<file path="config.mk">
export PLATFORM = sky130hd
export DESIGN_NAME = pflg_queue
export DESIGN_NICKNAME = d
export VERILOG_FILES = /design/src/rtl/core/pflg_pkg.sv /design/src/rtl/core/pflg_queue.sv
export SDC_FILE = /design/constraint.sdc
export NUM_CORES = 1
export LEC_CHECK = 0
export BUFFER_PORTS_ARGS = -buffer_cell sky130_fd_sc_hd__buf_4
export CAP_MARGIN = 5
export CORE_MARGIN = 2
export CORE_UTILIZATION = 45
export CTS_CLUSTER_SIZE = 16
export DETAILED_ROUTE_END_ITERATION = 10
export PLACE_DENSITY = 0.7
export SLEW_MARGIN = 20
export SYNTH_ARGS = -nofsm -noshare
export SYNTH_HDL_FRONTEND = slang
export SYNTH_SLANG_ARGS = --single-unit
</file>
<file path="constraint.sdc">
create_clock -name clk_i -period 4.5 [get_ports clk_i]
set_input_delay 0.45 -clock clk_i [delete_from_list [all_inputs] [get_ports clk_i]]
set_output_delay 0.45 -clock clk_i [all_outputs]
set_load 0.05 [all_outputs]
</file>
<file path="src/rtl/core/pflg_pkg.sv">
// ----------------------------------------------------------------------------
// pflg_pkg: shared types, codes and tables of the frame loss core
// Holds the loss mode and register codes, the word layouts passed between
// the front, the queue and the back, and the interpolation tables.
// ----------------------------------------------------------------------------
package pflg_pkg;

  // loss mode codes
  localparam logic [2:0] LOSS_MSE   = 3'd0;
  localparam logic [2:0] LOSS_MGN   = 3'd1;
  localparam logic [2:0] LOSS_LOG   = 3'd2;
  localparam logic [2:0] LOSS_WLOG  = 3'd3;
  localparam logic [2:0] LOSS_EXP   = 3'd4;

  // register indexes (byte address / 4)
  localparam logic [1:0] REG_LOSS_MODE = 2'd0;
  localparam logic [1:0] REG_PAIR_MODE = 2'd1;
  localparam logic [1:0] REG_ERR_TOL   = 2'd2;

  localparam int unsigned DEF_CLASS_SLOTS = 64;
  localparam int unsigned QUEUE_DEPTH     = 2;

  localparam logic signed [17:0] INV_LN2_Q16 = 18'sd94548;
  localparam logic [15:0]        LN2_Q16     = 16'd45426;

  // sigmoid over |x| in 0.5 steps, Q1.16
  localparam logic [16:0] SIG_TAB [25] = '{
    17'd32768, 17'd40793, 17'd47910, 17'd53580, 17'd57725, 17'd60565, 17'd62428,
    17'd63615, 17'd64357, 17'd64816, 17'd65097, 17'd65269, 17'd65374, 17'd65438,
    17'd65476, 17'd65500, 17'd65514, 17'd65523, 17'd65528, 17'd65531, 17'd65533,
    17'd65534, 17'd65535, 17'd65535, 17'd65536
  };

  // ln(1 + i/16), Q16
  localparam logic [15:0] LN_TAB [17] = '{
    16'd0, 16'd3973, 16'd7719, 16'd11262, 16'd14624, 16'd17821, 16'd20870,
    16'd23783, 16'd26573, 16'd29248, 16'd31818, 16'd34292, 16'd36675,
    16'd38975, 16'd41197, 16'd43345, 16'd45426
  };

  // 2^(i/16), Q16
  localparam logic [17:0] POW_TAB [17] = '{
    18'd65536, 18'd68438, 18'd71468, 18'd74632, 18'd77936, 18'd81386,
    18'd84990, 18'd88753, 18'd92682, 18'd96785, 18'd101070, 18'd105545,
    18'd110218, 18'd115098, 18'd120194, 18'd125515, 18'd131072
  };

  typedef struct packed {
    logic [2:0]  loss_mode;
    logic        pair_mode;
    logic [23:0] err_tol;
  } cfg_t;

  // word from the front to the back
  typedef struct packed {
    logic [31:0] loss;
    logic [31:0] grad;
    logic        ok;
    logic        has;
    logic [5:0]  cls;
  } q_ent_t;

  // per-class counter record
  typedef struct packed {
    logic [47:0] loss_sum;
    logic [31:0] correct;
    logic [31:0] frames;
  } cls_rec_t;

  // result word, last field (loss) in the lowest bits
  typedef struct packed {
    logic [47:0] class_loss;
    logic [31:0] class_correct;
    logic [31:0] class_frames;
    logic [47:0] run_loss;
    logic [31:0] run_correct;
    logic [31:0] total_frames;
    logic        correct;
    logic [31:0] gradient;
    logic [31:0] loss;
  } res_t;

endpackage

</file>
<file path="src/rtl/core/pflg_queue.sv">
// ----------------------------------------------------------------------------
// pflg_queue: short word queue between front and back
// Two-entry first-in first-out buffer so either side can stall alone.
// ----------------------------------------------------------------------------
module pflg_queue (
  input  logic             clk_i,
  input  logic             rst_ni,
  input  logic             push_i,
  input  pflg_pkg::q_ent_t ent_i,
  output logic             full_o,
  input  logic             pop_i,
  output logic             valid_o,
  output pflg_pkg::q_ent_t head_o
);

  localparam int unsigned PtrW = $clog2(pflg_pkg::QUEUE_DEPTH);

  pflg_pkg::q_ent_t slot_q [pflg_pkg::QUEUE_DEPTH];
  logic [PtrW-1:0]  wp_q, rp_q;
  logic [PtrW:0]    cnt_q;

  // hold words in slots
  always_ff @(posedge clk_i) begin
    if (push_i) begin
      slot_q[wp_q] <= ent_i;
    end
  end

  // advance pointers and count
  always_ff @(posedge clk_i or negedge rst_ni) begin
    if (!rst_ni) begin
      wp_q  <= '0;
      rp_q  <= '0;
      cnt_q <= '0;
    end else begin
      if (push_i) wp_q <= wp_q + 1'b1;
      if (pop_i)  rp_q <= rp_q + 1'b1;
      cnt_q <= cnt_q + (PtrW+1)'(push_i) - (PtrW+1)'(pop_i);
    end
  end

  assign full_o  = cnt_q == (PtrW+1)'(pflg_pkg::QUEUE_DEPTH);
  assign valid_o = cnt_q != '0;
  assign head_o  = slot_q[rp_q];

  a_no_push_full: assert property (@(posedge clk_i) disable iff (!rst_ni)
    push_i |-> !full_o) else $error("push into full queue");

endmodule

</file>
; ---- Word-level counts from Yosys, hierarchy flattened
; Memory sizes are Yosys's and may differ from the RTL's.
; Cells that the tools add are included.
[op_classes]
addsub = 4
n_eq_ne = 1
n_mux = 2
reduce_logical = 1
[op_table]
columns = op, n
row1 = $add 1x1->1 const B, 2
row2 = $add 2x1->2, 1
row3 = $eq 2x2->1 const B, 1
row4 = $mux 1, 2
row5 = $reduce_bool 2->1, 1
row6 = $sub 2x1->2, 1
[word_totals]
reg_bits = 4
ram_bits = 144
inputBits = 76
wordCells = 12
mem_count = 1
[mem_list]
columns = name, depth, width, read_ports, rd_clocked_by_memory_dff, write_ports, line_no
row1 = slot_q, 2, 72, 1, 0, 1, pflg_queue.sv:18  ; pflg_pkg::q_ent_t slot_q [pflg_pkg::QUEUE_DEPTH];

; ---- Longest topological paths before layout
[logic_depth]
depth_word = 2
ltp_mapped = 5

; ---- Least setup slack after synthesis
; OpenSTA, ideal clock, no wires.
[synth_timing]
path_type = input -> register
startpoint = input push_i
endpoint = memory slot_q[0][0] (netlist name), enable pin
arrival_time_ps = 3606
required_time_ps = 3989
setup_slack_ps = 383
cell_stages = 1
n_path_buf = 0
path_cell_list = nor2b_1
[synth_between]
elab_chain_len = 2
[synth_lines]
columns = element, line_no
row1 = start: declaration, pflg_queue.sv:8  ; input logic push_i,
row2 = $mux 1, pflg_queue.sv:24  ; if (push_i) begin
row3 = $mux 1 (implied by the code), pflg_queue.sv:25  ; slot_q[wp_q] <= ent_i;
row4 = end: declaration, pflg_queue.sv:18
; Every way passes these cells.

==> metrics.md <==
| Metric | Value |
|---|---|
| Remaining Overflow, GRT | 0 |
| CTS tree | done |
| Worst r2r src | wp_q |
| Synthesized area | approximately 5700 µm² |
| Multi-input logic area | 1170 µm² |
| Placed Cells | ~560 |
| Non-Filler Instances | approximately 600 |
| H-tree levels | 4 |
| Syn_nets | 317 |
| WS Path Type | flip-flop to output port |
| Worst endpoint required time | between 4 and 5 ns |
| Row count | between 40 and 50 |
| Cell-internal power | roughly 0.0035 W |
| CP Launch Type | flip-flop |
| RSZ-0062 raised after global routing | false |
| Core ar. | 12500 µm² |
| CTS root buffer | clkbuf_16 |
| Worst-margin pin slew | approximately 1.0 ns |
| Initial DRC count | ~120 |
| Initial antenna violation count | 0 |
| Die Y | between 100 and 150 µm |
| Hold Path Depth | 1 |
| Synthesized flop and latch total | around 150 |
| Reg power frac | 34.8% |
| Register area share after synthesis | just under 80% |
| Hold Worst Slack | 0.225 ns |
| WL per Instance | between 15 and 20 µm |
| NetSw | about 0.0021 W |
| Arrival @ worst endpoint | about 2.3 ns |
| Post-synth cell types | 13 |
| Number of fill cells | 945 |
| GP Congestion | ~0.7 |
| Clk_lat worst skew | just over 0.4 ns |
| Reg area | around 4400 µm² |
| Via density per instance | around 4.5 |
| Crit-path slowest cell | dfrtp_4 |
| Final nets | between 400 and 500 |
| Die extent in x | roughly 120 µm |
| N_diodes | 0 |
| Flop2flop setup slack | 2.80 ns |
| Critical path endpoint category | output port |
| CTS Buffer Depth | 2 |
| Crit path top cell by count | buf_4 |
| Clock Skew | ~0.0064 ns |
| Final number of hold-violating endpoints | 0 |
| Delay of the slowest critical-path stage | around 0.73 ns |
| Type of the most critical hold path | input port to flip-flop |
| Max-slew violation count | 0 |
| Delay-heaviest family, CP | buffers and inverters |
| Final WL | ~9.3 mm |
| R2R Path End | slot_q[1][63] |
| Hold_sp | ent_i[35] |
| Worst-path clk slew | roughly 0.060 ns |
| Largest net degree at the start of global routing | between 70 and 80 |
| CP max FO | 37 |
| Sum Neg Setup Slack | 0 ns |
| Post-route DRC | 0 |
| Fin crit period | around 2.8 ns |
| Tot GR Track Use | between 10 and 15% |
| Endpoint, Worst Hold | slot_q[0][35] |
| Port Buffer Count | roughly 150 |
| Ys Warns | 0 |
| Final setup fails | 0 |
| Peak supply drop | between 0.4 and 0.5 mV |
| CP Cell Sequence | buf_16 > buf_4 > mux2_4 > buf_4 |
| Logic pwr share | a little over two fifths |
| Num ports | 150 |
| Cell area power density | 750 nW/µm² |
| ANT nets after route | 0 |
| Detailed Place HPWL | a little under 6 mm |
| Pleak | 3.06 nW |
| Status | completed |
| Worst Path Buf+Inv | 3 |
| First-pass GRT wire length | about 14 mm |
| Vias | 2676 |
| Die ar. | between 10000 and 15000 µm² |
| Fin crit share | between 60% and 70% |
| R2R depth | 1 |
| Synth Instances | about 240 |
| CTS resizes | 0 |
| Cts bufs inserted | 17 |
| Fmax achieved | between 0.3 and 0.4 GHz |
| Vias in the first global route | 2748 |
| Slew headroom | between 30% and 40% |
| Clk sinks | roughly 150 |
| Clock share of power | 22.7% |
| Layout Area Growth over Synthesis | 31.4% |
| Avg Inst Size Synth | around 24 µm² |
| Max-Cap Viols | 0 |
| Share of layout cells above drive strength 1 | 61.4% |
| Sw Ratio | a little under two fifths |
| Initial core utilization | a little under half |
| DRT Pass-1 Iters | 4 |
==> Yosys cell counts <==
| cell | instances | area (µm²) |
|---|---|---|
| and2_1 | 1 | 6.26 |
| buf_12 | 7 | 140 |
| buf_6 | 1 | 11.3 |
| dfrtp_1 | 4 | 100 |
| edfxtp_1 | 144 | 4320 |
| ha_1 | 2 | 25.0 |
| inv_1 | 2 | 7.51 |
| mux2_2 | 3 | 33.8 |
| mux2_4 | 69 | 1040 |
| nor2b_1 | 2 | 12.5 |
| or2_2 | 1 | 6.26 |
| xor2_1 | 2 | 17.5 |
| xor3_1 | 1 | 23.8 |
==> how the worst max path moves through the flow <==
| stage | start | endpoint | slack (ns) | cells after the start |
|---|---|---|---|---|
| after global placement | rp_q | head_o[25] | 1.91 | 3 |
| after detailed placement | rp_q | head_o[37] | 1.88 | 3 |
| after floorplan | push_i | slot_q[0][0] | 0.38 | 1 |
| after global routing | rp_q | head_o[40] | 1.59 | 4 |
| after CTS | rp_q | head_o[37] | 1.43 | 3 |
| final | rp_q | head_o[37] | 1.72 | 4 |
==> layout by cell type, fill, tap and decap left out <==
cell | Yosys | routed
inv_1 | 2 | 2
edfxtp_1 | 144 | 144
and2_4 | 0 | 1
ha_1 | 2 | 2
dfrtp_4 | 0 | 1
clkinvlp_4 | 0 | 1
nor2b_4 | 0 | 1
or2_2 | 1 | 1
mux2_2 | 3 | 3
clkbuf_16 | 0 | 17
mux2_4 | 69 | 69
nor2b_1 | 2 | 1
buf_4 | 0 | 152
clkinv_1 | 0 | 5
xor2_1 | 2 | 2
xor3_1 | 1 | 1
clkinv_2 | 0 | 7
buf_16 | 0 | 1
dfrtp_1 | 4 | 3
bufinv_16 | 0 | 2
dlygate4sd3_1 | 0 | 1
==> logic make-up after synthesis <==
family	Yosys count	share of synthesized area, %
adders and majority gates	2	0.436
DFF	148	77.0
buffers and inverters	10	2.77
and+or+nand+nor	4	0.436
muxes	72	18.6
xor gates and xnor gates	3	0.719
==> metrics by stage <==
step	worst slack, ns	instance area, µm²	power, W	utilization, %
3_3_place_gp	1.91	6960	0.00439	55.6
4_1_cts	1.43	7520	0.00572	60.1
2_1_floorplan	0.383	5740	0.00393	-
3_5_place_dp	1.88	6960	0.00442	55.6
5_1_grt	1.59	7550	0.00589	60.3
6_report	1.72	7550	0.00566	60.3
==> power groups by stage <==
stage          Clock (W)  Sequential [W]  Combinational (W)
2_1_floorplan          0         0.00193            0.00200
3_3_place_gp           0         0.00207            0.00232
3_5_place_dp           0         0.00209            0.00233
4_1_cts          0.00132         0.00206            0.00234
5_1_grt          0.00138         0.00200            0.00251
6_report         0.00129         0.00197            0.00241
==> routing by layer <==
layer | part of all wire (%) | vias to the layer above | track usage, %
li1 | - | 1276 | -
met1 | 42 | 1283 | 17.0
met2 | 50 | 101 | 22.1
met3 | 6.8 | 16 | 5.10
met4 | 2.0 | 0 | 7.61
met5 | 0 | - | 0
==> flip-flops by register name, summed over array words and instances (netlist names) <==
register,cells
slot_q,144
cnt_q,2
rp_q,1
wp_q,1
==> timing repair <==
item	in CTS	in global routing
hold endpoints to repair	4	0
setup buffers	0	0
hold buffers	1	0
==> final cells by class <==
cell class | count | area share, %
flip-flops and latches | 148 | 58.7
repair buffers | 154 | 15.6
multi-input cells | 81 | 15.5
clock buffers | 17 | 5.64
well taps | 172 | 2.85
clock inverters | 15 | 1.61
inverters | 2 | 0.0995
Power figures use the tool's default switching activity.
